**config.mk**
```make
export PLATFORM = sky130hd
export DESIGN_NAME = xmodem_sender_core
export DESIGN_NICKNAME = d
export VERILOG_FILES = /design/src/hw/rtl/xms_pkg.sv /design/src/hw/rtl/xms_block_buf.sv /design/src/hw/rtl/xmodem_sender_core.sv
export VERILOG_INCLUDE_DIRS = /design/src /design/src/hw/rtl
export SDC_FILE = /design/constraint.sdc
export NUM_CORES = 2
export LEC_CHECK = 0
export CORE_AREA = 2 2 336 338
export DETAILED_ROUTE_END_ITERATION = 6
export DIE_AREA = 0 0 338 340
export DONT_BUFFER_PORTS = 1
export MAX_ROUTING_LAYER = met4
export PLACE_DENSITY = 0.65
export SYNTH_ARGS = -nofsm -noshare
export SYNTH_HDL_FRONTEND = slang
export SYNTH_SLANG_ARGS = --single-unit
```
**constraint.sdc**
```tcl
create_clock -name clk_i -period 36.4 [get_ports clk_i]
set_input_delay 3.64 -clock clk_i [delete_from_list [all_inputs] [get_ports clk_i]]
set_output_delay 3.64 -clock clk_i [all_outputs]
set_load 0.01 [all_outputs]
```
**src/hw/rtl/xmodem_sender_core_assert.svh**
```systemverilog
// Assertion macros used by the XMODEM sender core.
`ifndef XMODEM_SENDER_CORE_ASSERT_SVH
`define XMODEM_SENDER_CORE_ASSERT_SVH

// Same-cycle implication, checked on every rising clock edge outside reset.
`define XMS_ASSERT_IMP(label, ante, cons, msg) \
  label: assert property (@(posedge clk_i) disable iff (!rst_ni) (ante) |-> (cons)) \
    else $error(msg);

// Next-cycle implication, checked on every rising clock edge outside reset.
`define XMS_ASSERT_NXT(label, ante, cons, msg) \
  label: assert property (@(posedge clk_i) disable iff (!rst_ni) (ante) |=> (cons)) \
    else $error(msg);

`endif

```
**src/hw/rtl/xms_pkg.sv**
```systemverilog
// Types, constants and helper functions of the XMODEM sender.
`default_nettype none

package xms_pkg;

  // Block and length geometry
  localparam int BLOCK_BYTES = 128;
  localparam int LEN_W       = 24;
  localparam int ACK_W       = LEN_W + 1;
  localparam int CNT_W       = $clog2(BLOCK_BYTES + 1);
  localparam int BUF_AW      = $clog2(BLOCK_BYTES);
  localparam int IDX_W       = $clog2(BLOCK_BYTES + 6);
  localparam int TIMER_W     = 16;
  localparam int TRY_W       = 5;
  localparam int CFG_AW      = 3;
  localparam int CFG_DW      = 16;

  // Line protocol bytes
  localparam logic [7:0] SOH_BYTE  = 8'h01;
  localparam logic [7:0] EOT_BYTE  = 8'h04;
  localparam logic [7:0] ACK_BYTE  = 8'h06;
  localparam logic [7:0] NAK_BYTE  = 8'h15;
  localparam logic [7:0] CAN_BYTE  = 8'h18;
  localparam logic [7:0] PAD_BYTE  = 8'h1A;
  localparam logic [7:0] SYNC_CRC  = 8'h43;
  localparam logic [15:0] CRC_POLY = 16'h1021;

  // Input opcodes
  localparam logic [2:0] OP_START   = 3'd0;
  localparam logic [2:0] OP_PAYLOAD = 3'd1;
  localparam logic [2:0] OP_LINE    = 3'd2;
  localparam logic [2:0] OP_READY   = 3'd3;
  localparam logic [2:0] OP_TICK    = 3'd4;

  // Final status codes
  localparam logic [2:0] ST_OK        = 3'd0;
  localparam logic [2:0] ST_CANCELLED = 3'd1;
  localparam logic [2:0] ST_NO_SYNC   = 3'd2;
  localparam logic [2:0] ST_TX_ERROR  = 3'd3;
  localparam logic [2:0] ST_NO_EOT    = 3'd4;

  // Configuration register indexes
  localparam logic [CFG_AW-1:0] CFG_LONG_WAIT   = 3'd0;
  localparam logic [CFG_AW-1:0] CFG_SHORT_WAIT  = 3'd1;
  localparam logic [CFG_AW-1:0] CFG_SYNC_TRIES  = 3'd2;
  localparam logic [CFG_AW-1:0] CFG_PKT_TRIES   = 3'd3;
  localparam logic [CFG_AW-1:0] CFG_EOT_TRIES   = 3'd4;

  // Configuration reset values
  localparam logic [TIMER_W-1:0] RST_LONG_WAIT  = 16'd400;
  localparam logic [TIMER_W-1:0] RST_SHORT_WAIT = 16'd200;
  localparam logic [TRY_W-1:0]   RST_SYNC_TRIES = 5'd16;
  localparam logic [TRY_W-1:0]   RST_PKT_TRIES  = 5'd25;
  localparam logic [TRY_W-1:0]   RST_EOT_TRIES  = 5'd10;

  // Transfer phases, one-hot
  typedef enum logic [11:0] {
    PH_IDLE      = 12'b0000_0000_0001,
    PH_SYNC_WAIT = 12'b0000_0000_0010,
    PH_SYNC_CAN  = 12'b0000_0000_0100,
    PH_LOAD      = 12'b0000_0000_1000,
    PH_SEND      = 12'b0000_0001_0000,
    PH_RESP_WAIT = 12'b0000_0010_0000,
    PH_RESP_CAN  = 12'b0000_0100_0000,
    PH_EOT_SEND  = 12'b0000_1000_0000,
    PH_EOT_WAIT  = 12'b0001_0000_0000,
    PH_ACK_SEND  = 12'b0010_0000_0000,
    PH_CANCEL    = 12'b0100_0000_0000,
    PH_DONE      = 12'b1000_0000_0000
  } phase_e;

  // Input beat
  typedef struct packed {
    logic [2:0]       op;
    logic [LEN_W-1:0] total_length;
    logic [7:0]       payload_byte;
    logic [7:0]       line_byte;
  } in_item_t;

  // Result beat
  typedef struct packed {
    logic             tx_valid;
    logic [7:0]       tx_byte;
    logic             payload_request;
    logic [7:0]       payload_count;
    logic             done_res;
    logic [2:0]       status;
    logic [ACK_W-1:0] sent_length;
  } out_item_t;

  // Block buffer write port
  typedef struct packed {
    logic              en;
    logic [BUF_AW-1:0] addr;
    logic [7:0]        data;
  } buf_wr_t;

  // Source bytes of the current block: remaining length capped at one block
  function automatic logic [CNT_W-1:0] block_count(input logic [ACK_W-1:0] acked,
                                                   input logic [LEN_W-1:0] total);
    logic [ACK_W-1:0] tot;
    logic [ACK_W-1:0] rem;
    tot = {1'b0, total};
    rem = tot - acked;
    if (acked >= tot) return '0;
    if (rem > ACK_W'(BLOCK_BYTES)) return CNT_W'(BLOCK_BYTES);
    return rem[CNT_W-1:0];
  endfunction

  // One data byte into the check: CRC-16/XMODEM or 8-bit sum
  function automatic logic [15:0] check_next(input logic crc, input logic [15:0] chk,
                                             input logic [7:0] b);
    logic [15:0] c;
    logic [7:0]  s;
    s = chk[7:0] + b;
    c = chk ^ {b, 8'h00};
    for (int i = 0; i < 8; i++) begin
      c = c[15] ? ((c << 1) ^ CRC_POLY) : (c << 1);
    end
    return crc ? c : {8'h00, s};
  endfunction

endpackage

`default_nettype wire

```
**src/hw/rtl/xms_block_buf.sv**
```systemverilog
// Block payload buffer: one write port, one registered read port.
`default_nettype none

module xms_block_buf (
  input  wire logic                       clk_i,
  input  wire xms_pkg::buf_wr_t           wr_i,
  input  wire logic [xms_pkg::BUF_AW-1:0] rd_addr_i,
  output logic [7:0]                      rd_data_o
);

  logic [7:0] mem_q [xms_pkg::BLOCK_BYTES];

  // Write while loading
  always_ff @(posedge clk_i) begin
    if (wr_i.en) begin
      mem_q[wr_i.addr] <= wr_i.data;
    end
  end

  // Registered read, address runs one byte ahead of the frame
  always_ff @(posedge clk_i) begin
    rd_data_o <= mem_q[rd_addr_i];
  end

endmodule

`default_nettype wire

```
**src/hw/rtl/xmodem_sender_core.sv**
```systemverilog
// Top level of the XMODEM sender: control, configuration and result register.
//
//   port group       direction  handshake              payload
//   in_*             in         in_valid_i/in_stall_o   xms_pkg::in_item_t
//   out_*            out        out_valid_o/out_stall_i xms_pkg::out_item_t
//   cfg_*            in         cfg_we_i                cfg_index_i, cfg_data_i
//
// Each input beat is worked in the cycle it is taken; its single result beat sits
// in the result register from the next cycle on, one beat per cycle while the output side does not stall.
// The frame byte path (buffer read, CRC byte update) sets the cycle time.
// Reset returns to idle with default timeouts and tries; no clearing pass.
// Input is stalled only while a result waits and the output side stalls.
`default_nettype none

module xmodem_sender_core (
  input  wire logic                       clk_i,
  input  wire logic                       rst_ni,
  input  wire logic                       in_valid_i,
  output logic                            in_stall_o,
  input  wire xms_pkg::in_item_t          in_data_i,
  output logic                            out_valid_o,
  input  wire logic                       out_stall_i,
  output xms_pkg::out_item_t              out_data_o,
  input  wire logic                       cfg_we_i,
  input  wire logic [xms_pkg::CFG_AW-1:0] cfg_index_i,
  input  wire logic [xms_pkg::CFG_DW-1:0] cfg_data_i
);

  localparam int IDX_W = xms_pkg::IDX_W;
  localparam logic [IDX_W-1:0] IDX_NUM    = IDX_W'(1);
  localparam logic [IDX_W-1:0] IDX_NUMINV = IDX_W'(2);
  localparam logic [IDX_W-1:0] IDX_DATA0  = IDX_W'(3);
  localparam logic [IDX_W-1:0] IDX_CHK_HI = IDX_W'(xms_pkg::BLOCK_BYTES + 3);
  localparam logic [IDX_W-1:0] IDX_FLEN   = IDX_W'(xms_pkg::BLOCK_BYTES + 4);
  localparam logic [IDX_W-1:0] IDX_LAST   = IDX_W'(xms_pkg::BLOCK_BYTES + 5);

  // Configuration registers
  logic [xms_pkg::TIMER_W-1:0] long_wait_q, short_wait_q;
  logic [xms_pkg::TRY_W-1:0]   sync_tries_q, pkt_tries_q, eot_tries_q;

  // Transfer state
  xms_pkg::phase_e             phase_q, phase_d;
  logic [7:0]                  pkt_num_q, pkt_num_d;
  logic [xms_pkg::ACK_W-1:0]   acked_q, acked_d;
  logic [xms_pkg::LEN_W-1:0]   total_q, total_d;
  logic [xms_pkg::TRY_W-1:0]   try_q, try_d;
  logic [xms_pkg::TIMER_W-1:0] wait_q, wait_d;
  logic                        crc_q, crc_d;
  logic [15:0]                 check_q, check_d;
  logic [IDX_W-1:0]            byte_index_q, byte_index_d;
  logic [xms_pkg::CNT_W-1:0]   loaded_q, loaded_d;
  logic [1:0]                  pend_q, pend_d;
  logic [2:0]                  status_q, status_d;

  // Result register
  logic                        out_valid_q;
  xms_pkg::out_item_t          res_q, res_d;

  logic                        in_acc;
  logic                        start_ok, ack_blk;
  logic [xms_pkg::CNT_W-1:0]   cnt_d;
  logic [xms_pkg::TRY_W-1:0]   try_inc;
  logic [xms_pkg::TIMER_W-1:0] wait_inc, limit;
  logic [IDX_W-1:0]            data_pos, idx_inc, rd_pos;
  logic [7:0]                  buf_rd_data;
  logic [7:0]                  data_byte, frm_byte;
  logic [15:0]                 frm_check;
  logic                        tx_valid;
  logic [7:0]                  tx_byte;
  xms_pkg::buf_wr_t            buf_wr;

  // Handshake: a waiting result only blocks input when it is itself stalled
  assign in_stall_o  = out_valid_q && out_stall_i;
  assign in_acc      = in_valid_i && !in_stall_o;
  assign out_valid_o = out_valid_q;
  assign out_data_o  = res_q;

  // Configuration writes
  always_ff @(posedge clk_i or negedge rst_ni) begin
    if (!rst_ni) begin
      long_wait_q  <= xms_pkg::RST_LONG_WAIT;
      short_wait_q <= xms_pkg::RST_SHORT_WAIT;
      sync_tries_q <= xms_pkg::RST_SYNC_TRIES;
      pkt_tries_q  <= xms_pkg::RST_PKT_TRIES;
      eot_tries_q  <= xms_pkg::RST_EOT_TRIES;
    end else if (cfg_we_i) begin
      case (cfg_index_i)
        xms_pkg::CFG_LONG_WAIT:  long_wait_q  <= cfg_data_i;
        xms_pkg::CFG_SHORT_WAIT: short_wait_q <= cfg_data_i;
        xms_pkg::CFG_SYNC_TRIES: sync_tries_q <= cfg_data_i[xms_pkg::TRY_W-1:0];
        xms_pkg::CFG_PKT_TRIES:  pkt_tries_q  <= cfg_data_i[xms_pkg::TRY_W-1:0];
        xms_pkg::CFG_EOT_TRIES:  eot_tries_q  <= cfg_data_i[xms_pkg::TRY_W-1:0];
        default: ;
      endcase
    end
  end

  // Acknowledged length and block size after this beat
  assign start_ok = (in_data_i.op == xms_pkg::OP_START) &&
                    (phase_q inside {xms_pkg::PH_IDLE, xms_pkg::PH_DONE});
  assign ack_blk  = (in_data_i.op == xms_pkg::OP_LINE) && (phase_q == xms_pkg::PH_RESP_WAIT) &&
                    (in_data_i.line_byte == xms_pkg::ACK_BYTE);

  always_comb begin
    acked_d = acked_q;
    total_d = total_q;
    if (in_acc && start_ok) begin
      acked_d = '0;
      total_d = in_data_i.total_length;
    end else if (in_acc && ack_blk) begin
      acked_d = acked_q + xms_pkg::ACK_W'(xms_pkg::BLOCK_BYTES);
    end
  end

  assign cnt_d = xms_pkg::block_count(acked_d, total_d);

  // Retry and timeout helpers
  assign try_inc  = try_q + xms_pkg::TRY_W'(1);
  assign wait_inc = (wait_q != '1) ? wait_q + xms_pkg::TIMER_W'(1) : wait_q;
  assign limit    = (phase_q inside {xms_pkg::PH_SYNC_WAIT, xms_pkg::PH_EOT_WAIT}) ?
                    long_wait_q : short_wait_q;

  // Frame byte at the current index
  assign data_pos  = byte_index_q - IDX_DATA0;
  assign idx_inc   = byte_index_q + IDX_W'(1);
  assign data_byte = (data_pos < IDX_W'(loaded_q))  ? buf_rd_data :
                     (data_pos == IDX_W'(loaded_q)) ? xms_pkg::PAD_BYTE : 8'h00;

  always_comb begin
    frm_check = check_q;
    if (byte_index_q == '0) begin
      frm_byte  = xms_pkg::SOH_BYTE;
      frm_check = '0;
    end else if (byte_index_q == IDX_NUM) begin
      frm_byte = pkt_num_q;
    end else if (byte_index_q == IDX_NUMINV) begin
      frm_byte = ~pkt_num_q;
    end else if (byte_index_q < IDX_CHK_HI) begin
      frm_byte  = data_byte;
      frm_check = xms_pkg::check_next(crc_q, check_q, data_byte);
    end else if (crc_q && (byte_index_q == IDX_CHK_HI)) begin
      frm_byte = check_q[15:8];
    end else begin
      frm_byte = check_q[7:0];
    end
  end

  // Phase step for one accepted beat
  always_comb begin
    logic sync_retry;
    logic pkt_retry;
    logic eot_retry;
    sync_retry   = 1'b0;
    pkt_retry    = 1'b0;
    eot_retry    = 1'b0;
    phase_d      = phase_q;
    pkt_num_d    = pkt_num_q;
    try_d        = try_q;
    wait_d       = wait_q;
    crc_d        = crc_q;
    check_d      = check_q;
    byte_index_d = byte_index_q;
    loaded_d     = loaded_q;
    pend_d       = pend_q;
    status_d     = status_q;
    tx_valid     = 1'b0;
    tx_byte      = 8'h00;
    buf_wr.en    = 1'b0;
    buf_wr.addr  = loaded_q[xms_pkg::BUF_AW-1:0];
    buf_wr.data  = in_data_i.payload_byte;

    if (in_acc) begin
      case (in_data_i.op)
        xms_pkg::OP_START: begin
          if (start_ok) begin
            pkt_num_d = 8'd1;
            try_d     = '0;
            wait_d    = '0;
            crc_d     = 1'b0;
            status_d  = xms_pkg::ST_OK;
            phase_d   = xms_pkg::PH_SYNC_WAIT;
          end
        end
        xms_pkg::OP_PAYLOAD: begin
          if (phase_q == xms_pkg::PH_LOAD) begin
            if ((loaded_q < cnt_d) && (loaded_q < xms_pkg::CNT_W'(xms_pkg::BLOCK_BYTES))) begin
              buf_wr.en = 1'b1;
              loaded_d  = loaded_q + xms_pkg::CNT_W'(1);
            end
            if (loaded_d >= cnt_d) begin
              phase_d      = xms_pkg::PH_SEND;
              byte_index_d = '0;
            end
          end
        end
        xms_pkg::OP_LINE: begin
          case (phase_q)
            xms_pkg::PH_SYNC_WAIT: begin
              if ((in_data_i.line_byte == xms_pkg::SYNC_CRC) ||
                  (in_data_i.line_byte == xms_pkg::NAK_BYTE)) begin
                crc_d        = (in_data_i.line_byte == xms_pkg::SYNC_CRC);
                try_d        = '0;
                wait_d       = '0;
                loaded_d     = '0;
                byte_index_d = '0;
                phase_d      = (cnt_d == '0) ? xms_pkg::PH_EOT_SEND : xms_pkg::PH_LOAD;
              end else if (in_data_i.line_byte == xms_pkg::CAN_BYTE) begin
                wait_d  = '0;
                phase_d = xms_pkg::PH_SYNC_CAN;
              end else begin
                sync_retry = 1'b1;
              end
            end
            xms_pkg::PH_SYNC_CAN: begin
              if (in_data_i.line_byte == xms_pkg::CAN_BYTE) phase_d = xms_pkg::PH_ACK_SEND;
              else sync_retry = 1'b1;
            end
            xms_pkg::PH_RESP_WAIT: begin
              if (ack_blk) begin
                pkt_num_d    = pkt_num_q + 8'd1;
                try_d        = '0;
                wait_d       = '0;
                loaded_d     = '0;
                byte_index_d = '0;
                phase_d      = (cnt_d == '0) ? xms_pkg::PH_EOT_SEND : xms_pkg::PH_LOAD;
              end else if (in_data_i.line_byte == xms_pkg::CAN_BYTE) begin
                wait_d  = '0;
                phase_d = xms_pkg::PH_RESP_CAN;
              end else begin
                pkt_retry = 1'b1;
              end
            end
            xms_pkg::PH_RESP_CAN: begin
              if (in_data_i.line_byte == xms_pkg::CAN_BYTE) phase_d = xms_pkg::PH_ACK_SEND;
              else pkt_retry = 1'b1;
            end
            xms_pkg::PH_EOT_WAIT: begin
              if (in_data_i.line_byte == xms_pkg::ACK_BYTE) begin
                status_d = xms_pkg::ST_OK;
                phase_d  = xms_pkg::PH_DONE;
              end else begin
                eot_retry = 1'b1;
              end
            end
            default: ;
          endcase
        end
        xms_pkg::OP_READY: begin
          case (phase_q)
            xms_pkg::PH_SEND: begin
              tx_valid     = 1'b1;
              tx_byte      = frm_byte;
              check_d      = frm_check;
              byte_index_d = idx_inc;
              if (idx_inc >= (crc_q ? IDX_LAST : IDX_FLEN)) begin
                wait_d  = '0;
                phase_d = xms_pkg::PH_RESP_WAIT;
              end
            end
            xms_pkg::PH_EOT_SEND: begin
              tx_valid = 1'b1;
              tx_byte  = xms_pkg::EOT_BYTE;
              wait_d   = '0;
              phase_d  = xms_pkg::PH_EOT_WAIT;
            end
            xms_pkg::PH_ACK_SEND: begin
              tx_valid = 1'b1;
              tx_byte  = xms_pkg::ACK_BYTE;
              status_d = xms_pkg::ST_CANCELLED;
              phase_d  = xms_pkg::PH_DONE;
            end
            xms_pkg::PH_CANCEL: begin
              tx_valid = 1'b1;
              tx_byte  = xms_pkg::CAN_BYTE;
              if (pend_q != 2'd0) pend_d = pend_q - 2'd1;
              if (pend_d == 2'd0) phase_d = xms_pkg::PH_DONE;
            end
            default: ;
          endcase
        end
        xms_pkg::OP_TICK: begin
          if (phase_q inside {xms_pkg::PH_SYNC_WAIT, xms_pkg::PH_EOT_WAIT,
                              xms_pkg::PH_SYNC_CAN, xms_pkg::PH_RESP_WAIT,
                              xms_pkg::PH_RESP_CAN}) begin
            wait_d = wait_inc;
            if (wait_inc >= limit) begin
              if (phase_q inside {xms_pkg::PH_SYNC_WAIT, xms_pkg::PH_SYNC_CAN}) begin
                sync_retry = 1'b1;
              end else if (phase_q == xms_pkg::PH_EOT_WAIT) begin
                eot_retry = 1'b1;
              end else begin
                pkt_retry = 1'b1;
              end
            end
          end
        end
        default: ;
      endcase
    end

    // Failed attempt: count it and either wait or send again, or give up
    if (sync_retry || pkt_retry || eot_retry) begin
      try_d  = try_inc;
      wait_d = '0;
    end
    if (sync_retry) begin
      if (try_inc >= sync_tries_q) begin
        status_d = xms_pkg::ST_NO_SYNC;
        pend_d   = 2'd3;
        phase_d  = xms_pkg::PH_CANCEL;
      end else begin
        phase_d = xms_pkg::PH_SYNC_WAIT;
      end
    end
    if (pkt_retry) begin
      if (try_inc >= pkt_tries_q) begin
        status_d = xms_pkg::ST_TX_ERROR;
        pend_d   = 2'd3;
        phase_d  = xms_pkg::PH_CANCEL;
      end else begin
        phase_d      = xms_pkg::PH_SEND;
        byte_index_d = '0;
      end
    end
    if (eot_retry) begin
      if (try_inc >= eot_tries_q) begin
        status_d = xms_pkg::ST_NO_EOT;
        phase_d  = xms_pkg::PH_DONE;
      end else begin
        phase_d = xms_pkg::PH_EOT_SEND;
      end
    end
  end

  // Result beat
  always_comb begin
    res_d.tx_valid        = tx_valid;
    res_d.tx_byte         = tx_byte;
    res_d.payload_request = (phase_d == xms_pkg::PH_LOAD);
    res_d.payload_count   = (phase_d == xms_pkg::PH_LOAD) ? cnt_d : '0;
    res_d.done_res        = (phase_d == xms_pkg::PH_DONE);
    res_d.status          = (phase_d == xms_pkg::PH_DONE) ? status_d : xms_pkg::ST_OK;
    res_d.sent_length     = acked_d;
  end

  // State registers
  always_ff @(posedge clk_i or negedge rst_ni) begin
    if (!rst_ni) begin
      phase_q      <= xms_pkg::PH_IDLE;
      pkt_num_q    <= 8'd1;
      acked_q      <= '0;
      total_q      <= '0;
      try_q        <= '0;
      wait_q       <= '0;
      crc_q        <= 1'b0;
      check_q      <= '0;
      byte_index_q <= '0;
      loaded_q     <= '0;
      pend_q       <= '0;
      status_q     <= xms_pkg::ST_OK;
    end else begin
      phase_q      <= phase_d;
      pkt_num_q    <= pkt_num_d;
      acked_q      <= acked_d;
      total_q      <= total_d;
      try_q        <= try_d;
      wait_q       <= wait_d;
      crc_q        <= crc_d;
      check_q      <= check_d;
      byte_index_q <= byte_index_d;
      loaded_q     <= loaded_d;
      pend_q       <= pend_d;
      status_q     <= status_d;
    end
  end

  // Result register: loads on every taken beat, empties when taken downstream
  always_ff @(posedge clk_i or negedge rst_ni) begin
    if (!rst_ni) begin
      out_valid_q <= 1'b0;
    end else if (in_acc) begin
      out_valid_q <= 1'b1;
    end else if (!out_stall_i) begin
      out_valid_q <= 1'b0;
    end
  end

  always_ff @(posedge clk_i) begin
    if (in_acc) begin
      res_q <= res_d;
    end
  end

  // Buffer read address follows the next frame index
  assign rd_pos = byte_index_d - IDX_DATA0;

  xms_block_buf u_block_buf (
    .clk_i     (clk_i),
    .wr_i      (buf_wr),
    .rd_addr_i (rd_pos[xms_pkg::BUF_AW-1:0]),
    .rd_data_o (buf_rd_data)
  );

  // Checks
  `include "xmodem_sender_core_assert.svh"

  `XMS_ASSERT_IMP(a_stall_blocks_input, out_valid_q && out_stall_i, in_stall_o, "input taken over a stalled result")
  `XMS_ASSERT_NXT(a_tx_only_on_ready, in_acc && (in_data_i.op != xms_pkg::OP_READY), !res_q.tx_valid, "line byte without line ready")
  `XMS_ASSERT_IMP(a_cancels_in_cancel, phase_q != xms_pkg::PH_CANCEL, pend_q == 2'd0, "cancel count left outside cancel")
  `XMS_ASSERT_IMP(a_index_bound, 1'b1, byte_index_q <= IDX_LAST, "frame index past the frame")
  `XMS_ASSERT_IMP(a_load_bound, phase_q == xms_pkg::PH_LOAD, loaded_q < xms_pkg::CNT_W'(xms_pkg::BLOCK_BYTES), "load count overran the block")

endmodule

`default_nettype wire

```
Word level (Yosys, flattened, before mapping)

Memory sizes are Yosys's and may differ from the RTL's. A register that Yosys moved wholly into a read port is not among the register bits.
Cells that the tools add are included.

Eq/ne operators: 50
Order comparisons: 12
Bitwise operators: 10
Muxes and demuxes: 157
Add/subtract/negate cells: 11
Reduce and logical (&&, ||, !) cells: 42

Operator list:

| kind                                                                    | count |
|---|---|
| 16-bit 2-to-1 mux                                                       | 15 |
| 8-bit 2-to-1 mux                                                        | 29 |
| 12-bit 2-to-1 mux                                                       | 16 |
| 12-bit case mux with 4 select lines                                     | 3 |
| 13-bit 2-to-1 mux                                                       | 8 |
| 16-bit case mux with 2 select lines                                     | 2 |
| 16-bit case mux with 4 select lines                                     | 1 |
| 8-bit case mux with 2 select lines                                      | 4 |
| 25-bit 2-to-1 mux                                                       | 2 |
| 1-bit 2-to-1 mux                                                        | 35 |
| 3-bit 2-to-1 mux                                                        | 11 |
| 8-bit case mux with 4 select lines                                      | 1 |
| 5-bit 2-to-1 mux                                                        | 6 |
| 25-bit by 8-bit adder with 25-bit output (second input constant)        | 1 |
| 25-bit by 24-bit >= comparator with 1-bit output                        | 1 |
| 25-bit by 8-bit > comparator with 1-bit output (second input constant)  | 1 |
| 24-bit by 25-bit subtractor with 25-bit output                          | 1 |
| 8-bit by 1-bit adder with 8-bit output (second input constant)          | 3 |
| 12-bit equality test (second input constant)                            | 2 |
| 12-bit by 4-bit equality test with 1-bit output (second input constant) | 2 |
| 24-bit 2-to-1 mux                                                       | 1 |
| 3-bit inverter                                                          | 8 |
| 8-bit case mux with 3 select lines                                      | 1 |
| 11-bit 2-to-1 mux                                                       | 2 |
| 62 further kinds                                                        | 126 |

Memories: 1
Word-level logic and storage cells: 308
Register bits after elaboration: 223
Output and inout bits: 49
Input bits: 67
Memory bits (writable): 1024

Memories:

| memory            | words | bits a word | read ports | clocked after Yosys merged registers in | wr ports | line                | RTL |
|---|---|---|---|---|---|---|---|
| u_block_buf.mem_q | 128   | 8           | 1          | 1                                       | 1        | xms_block_buf.sv:11 | `logic [7:0] mem_q [xms_pkg::BLOCK_BYTES];` |

Logic depth before layout (Yosys ltp)

Word-level depth: 27
Depth in mapped cells: 51
Depth with buffers taken out: 44

By module

Synthesis repeated with hierarchy kept, for this count alone.

Cell total of the unflattened synthesis: 3333
Area, all modules: 54952.7 µm²

By module, submodules not included:

| module             | times used | sequential area each (µm²) | area an instance (µm²) | cells an instance |
|---|---|---|---|---|
| xms_block_buf      | 1          | 30909.6                    | 39670.5                | 1635 |
| xmodem_sender_core | 1          | 5833.1                     | 15282.2                | 1698 |

Worst setup path after synthesis

Ideal clock, no wire load.

Path kind: input to register
From: input port out_stall_i
To: register u_block_buf.rd_data_o[0], read port of u_block_buf.mem_q
Path buffers: 9
Setup time: 116 ps
Data arrival time: 15158 ps
Slack: 21126 ps
Data required time: 36284 ps
Cell stages on the path: 48
Cell sequence: nand2_1 -> nand2_1 -> inv_1 -> and3_1 -> clkbuf_1 -> clkbuf_1 -> clkbuf_1 -> nand2_1 -> nand2_1 -> ha_1 -> a21o_1 -> a21oi_1 -> xnor2_1 -> or4b_2 -> nor4_1 -> nor3_1 -> or4_4 -> nor4_4 -> [12 not listed] -> nor2_1 -> or4b_1 -> a2bb2oi_1 -> a22oi_1 -> nand2b_1 -> buf_2 -> inv_1 -> ha_1 -> buf_1 -> clkbuf_1 -> clkbuf_1 -> clkbuf_1 -> mux4_2 -> mux2i_1 -> nand2_1 -> nand3_1 -> nand3_1 -> and4_1

Elaborated cells between the ends (all ways): 32
Those cells by class: add/sub (2); order compare (4); mux (20); reduce/logical (6)

RTL lines:

| element                                        | line                      | RTL |
|---|---|---|
| start, declared                                | xmodem_sender_core.sv:22  | `input wire logic out_stall_i,` |
| 1-bit logical AND *                            | xmodem_sender_core.sv:73  | `assign in_stall_o = out_valid_q && out_stall_i;` |
| 1-bit zero test *                              | xmodem_sender_core.sv:74  | `assign in_acc = in_valid_i && !in_stall_o;` |
| 1-bit logical AND *                            | xmodem_sender_core.sv:74  |  |
| via in_acc                                     | xmodem_sender_core.sv:59  | `logic in_acc;` |
| 1-bit logical AND *                            | xmodem_sender_core.sv:107 | `if (in_acc && start_ok) begin` |
| 24-bit 2-to-1 mux *                            | xmodem_sender_core.sv:107 |  |
| via total_d (one bit)                          | xmodem_sender_core.sv:45  | `logic [xms_pkg::LEN_W-1:0] total_q, total_d;` |
| 24-bit by 25-bit subtractor with 25-bit output | xms_pkg.sv:104            | `rem = tot - acked;` |
| [12 not listed]                                | --                        |  |
| 8-bit 2-to-1 mux *                             | xmodem_sender_core.sv:190 | `if (loaded_d >= cnt_d) begin` |
| 8-bit 2-to-1 mux *                             | xmodem_sender_core.sv:185 | `if (phase_q == xms_pkg::PH_LOAD) begin` |
| 8-bit case mux with 3 select lines *           | xmodem_sender_core.sv:173 | `case (in_data_i.op)` |
| 8-bit 2-to-1 mux *                             | xmodem_sender_core.sv:172 | `if (in_acc) begin` |
| 8-bit 2-to-1 mux                               | xmodem_sender_core.sv:316 | `if (try_inc >= pkt_tries_q) begin` |
| 8-bit 2-to-1 mux *                             | xmodem_sender_core.sv:315 | `if (pkt_retry) begin` |
| via byte_index_d[0]                            | xmodem_sender_core.sv:50  | `logic [IDX_W-1:0] byte_index_q, byte_index_d;` |
| 7-bit by 2-bit subtractor with 7-bit output *  | xmodem_sender_core.sv:395 | `assign rd_pos = byte_index_d - IDX_DATA0;` |
| end, declared                                  | xms_block_buf.sv:8        | `output logic [7:0] rd_data_o` |

Mark *: on every way through the listed nets, which the timed path passes. The rest lies on a longest branch. The select of a mux whose other input is x is not followed.
A chain may end at the register's enable or synchronous reset.

Worst setup path in the final report

From: input port out_stall_i
To: register u_block_buf.rd_data_o[3], read port of u_block_buf.mem_q

The elaborated chain is that of the path after synthesis.

==> flow_metrics.py <==
metrics = {
    "outcome": {
        "status": "completed",
    },
    "routing": {
        "firstDrtPassIters": 7,
        "wire_per_inst_um": 25.52,
        "wl_met2_um": 65580,
        "first_iter_violations": 3097,
        "vias_per_cell": 6.050,
        "drc": 0,
        "drt-total-wl_um": 132500,
        "wl_met3_um": 8121,
        "detail-route-antenna-nets": 0,
        "top_layer_used": "met4",
        "met1Wirelength_um": 55010,
        "vias": 31402,
    },
    "clocking": {
        "clockBufferDepth": 3,
        "cts_resized": 0,
        "cts-root-buf": "clkbuf_16",
        "clock-sinks": 1255,
        "clk_pin_slew_worst_paths_ps": 60,
        "post_cts_buffers": 0,
        "numCtsBuffers": 132,
        "cts_tree": "yes",
        "ctsHoldBuffers": 0,
        "clk_latency_ps": 740,
        "cts_htree_levels": 4,
    },
    "yosys": {
        "synth_cell_types": 87,
        "yosysMostFrequentCell": "edfxtp_1",
        "synth_edf_count": 1071,
        "synth_top_cell_area_share_pct": 58.34,
        "ys_seq_elements": 1255,
        "synth-seq-area-share_pct": 66.65,
        "netlist_instances": 3521,
        "yosys.area.top_type": "edfxtp_1",
        "yosys_warnings": 0,
        "ys.flop_type": "edfxtp_1",
        "synthTopCellsByCount": "1071 x edfxtp_1, 258 x nand2_1, 256 x mux4_2",
        "async_flop_share_pct": 14.02,
        "synth.avg_cell_area_um2": 15.66,
        "syn-num-nets": 3686,
        "yosys-top-cells-area": "edfxtp_1 58%, mux4_2 10%, dfrtp_1 7.4%",
        "syn_area_um2": 55130,
    },
    "power": {
        "pwr-share-clk_pct": 41.6,
        "power_switching_share_pct": 22.60,
        "ir_drop_v": 0.00004557,
        "switchingPower_mw": 0.7125,
        "p_int_mw": 2.441,
        "p_per_area_nw_per_um2": 51.28,
        "p_leak_nw": 21.13,
        "p_comb_share_pct": 7.6,
        "power_frac_seq_pct": 50.8,
    },
    "worst_hold_path": {
        "min_from": "total_q[3]",
        "hp-class": "register to register",
        "hold_depth": 2,
        "min_to": "total_q[3]",
    },
    "worst_setup_path": {
        "path_class": "input port to register",
        "crit_path_end_kind": "register",
        "required_ps": 37030,
        "r2r-end": "u_block_buf.rd_data_o[3]",
        "rr_worst_depth": 40,
        "critPathSlowestCell": "and3_2",
        "rr_startpoint": "phase_q[9]",
        "critPathBufInv": 5,
        "cpPeakStageDelay_ps": 900,
        "cp.arrival_ps": 17480,
        "reg2reg_slack_ps": 21520,
        "cp_max_fo": 52,
        "cp_common_cell": "nand2_1",
        "crit_path_start_kind": "input port",
        "path_delay_family": "simple AND/OR/NAND/NOR gates",
    },
    "sta": {
        "tns_ps": 0,
        "maxSlewViolCount": 0,
        "whs_ps": 472.8,
        "worstMarginPinSlew_ps": 1283,
        "period_share_pct": 46.27,
        "fmax_ghz": 0.05937,
        "grt_setup_unrepaired": "no",
        "report.final.setup_viol": 0,
        "finClkSkew_ps": 30.99,
        "max_slew_margin_pct": 13.83,
        "finalHoldViolCount": 0,
        "finalCriticalPeriod_ps": 16840,
        "layout_setup_ws_ps": 19560,
    },
    "placement": {
        "place_congestion": 0.9319,
        "place_ws_ps": 18760,
        "io_buffers": 0,
        "hpwl_um": 83500,
        "post-place-cells": 4953,
    },
    "final_layout": {
        "diodes": 0,
        "drive_gt1_share_pct": 18.40,
        "syn_to_final_growth_pct": 11.56,
        "nNetsFinal": 3752,
        "instances_no_fill": 5190,
        "nFillCells": 8743,
    },
    "global_routing": {
        "antenna_found_initial": 0,
        "grt_usage_pct": 23.95,
        "grt_max_degree": 177,
        "grt-ovfl-total": 0,
        "grt_pass1_vias": 31359,
        "grt_pass1_wl_um": 200100,
    },
    "die": {
        "initial_core_util_pct": 49.41,
        "die_x_um": 338,
        "dieArea_um2": 114900,
        "ios": 116,
        "rows": 123,
        "die_h_um": 340,
        "design.core.area_um2": 111600,
    },
    "job": {
        "drv_cap": 0,
    },
}
## worst min-delay path: stages (launching register included)
cell	delay, ps
dfrtp_1	320
nand2_1	40
nand2_1	80
## metal layers
| metal | track usage [%] | vias up |
|---|---|---|
| met2 | 38.25 | 1111 |
| met5 | - | - |
| met3 | 3.800 | 202 |
| met1 | 31.68 | 16072 |
| li1 | - | 14017 |
| met4 | 7.602 | 0 |
## worst max-delay path by stage
stage / start / end / slack, ps / depth (start not counted)
after floorplan: out_stall_i / u_block_buf.rd_data_o[0] / 21130 / 48
after global placement: out_stall_i / u_block_buf.rd_data_o[3] / 18870 / 42
after detailed placement: out_stall_i / u_block_buf.rd_data_o[3] / 18760 / 42
after CTS: out_stall_i / u_block_buf.rd_data_o[3] / 19500 / 42
after global routing: out_stall_i / u_block_buf.rd_data_o[3] / 18610 / 42
final: out_stall_i / u_block_buf.rd_data_o[3] / 19560 / 42
## power by group through the flow
stage | Clock, mW | Sequential [mW] | Combinational (mW)
floorplan | 0 | 1.62 | 0.180
global placement | 0 | 1.63 | 0.238
detailed placement | 0 | 1.63 | 0.238
CTS | 1.33 | 1.60 | 0.239
global route | 1.39 | 1.60 | 0.262
finish | 1.31 | 1.60 | 0.239
## cells by family (layout without fill, tap and decap cells)
family,after synthesis,in the layout,share of synthesized area [%]
flip-flops,1255,1255,66.65
buffers and inverters,274,443,2.004
AND/OR/NAND/NOR,895,895,8.187
AO/OA/AOI/OAI,500,500,6.156
adder cells (fa/ha/maj),98,98,2.252
multiplexers,401,401,13.19
XOR/XNOR,98,98,1.557
## through the flow
stage | power (mW) | area (um2) | utilization [%]
finish | 3.153 | 61500 | 55.12
global route | 3.259 | 61500 | 55.12
CTS | 3.174 | 61490 | 55.11
detailed placement | 1.868 | 57270 | 51.32
global placement | 1.869 | 57270 | 51.32
floorplan | 1.802 | 55130 | -
## state kept, by name, indices dropped and copies added, names as in the netlist
register,flops
acked_q,25
byte_index_q,8
check_q,16
crc_q,1
eot_tries_q,5
loaded_q,8
long_wait_q,16
out_data_o,47
out_valid_o,1
pend_q,2
phase_q,12
pkt_num_q,8
pkt_tries_q,5
short_wait_q,16
status_q,3
sync_tries_q,5
total_q,24
try_q,5
u_block_buf.mem_q,1024
u_block_buf.rd_data_o,8
wait_q,16
## cells in the final DEF, fill, tap and decap left out, types with 21 or more instances in the layout
master     netlist  final
mux4_2         256    256
nand4_1         21     21
edfxtp_1      1071   1071
xnor2_1         58     56
nor3_1         132    126
a211oi_1       122    122
and3_1          29     28
nand3_1         65     65
mux2_2          44     44
inv_1           90     89
or4_1           28     27
nor2b_1         72     72
xor2_1          40     40
mux2i_1        101    100
clkinv_1         1     33
a21o_1          23     23
or2_2           22     22
dfrtp_1        162    162
ha_1            96     95
nand2_1        258    258
a21oi_1        102    102
clkbuf_16        0    136
o21ai_0         88     88
nor2_1         164    164
buf_4            2    112
## layout make-up
type / count / area [um2] / area share, %
multi-input cells: 1992 / 17410 / 28.31
clock inverters: 80 / 701.9 / 1.141
inverters: 91 / 341.6 / 0.5555
clock buffers: 157 / 3522 / 5.727
well taps: 1500 / 1877 / 3.052
repair buffers: 115 / 900.9 / 1.465
flip-flops and latches: 1255 / 36740 / 59.75
(Power assumes the default switching activity.)
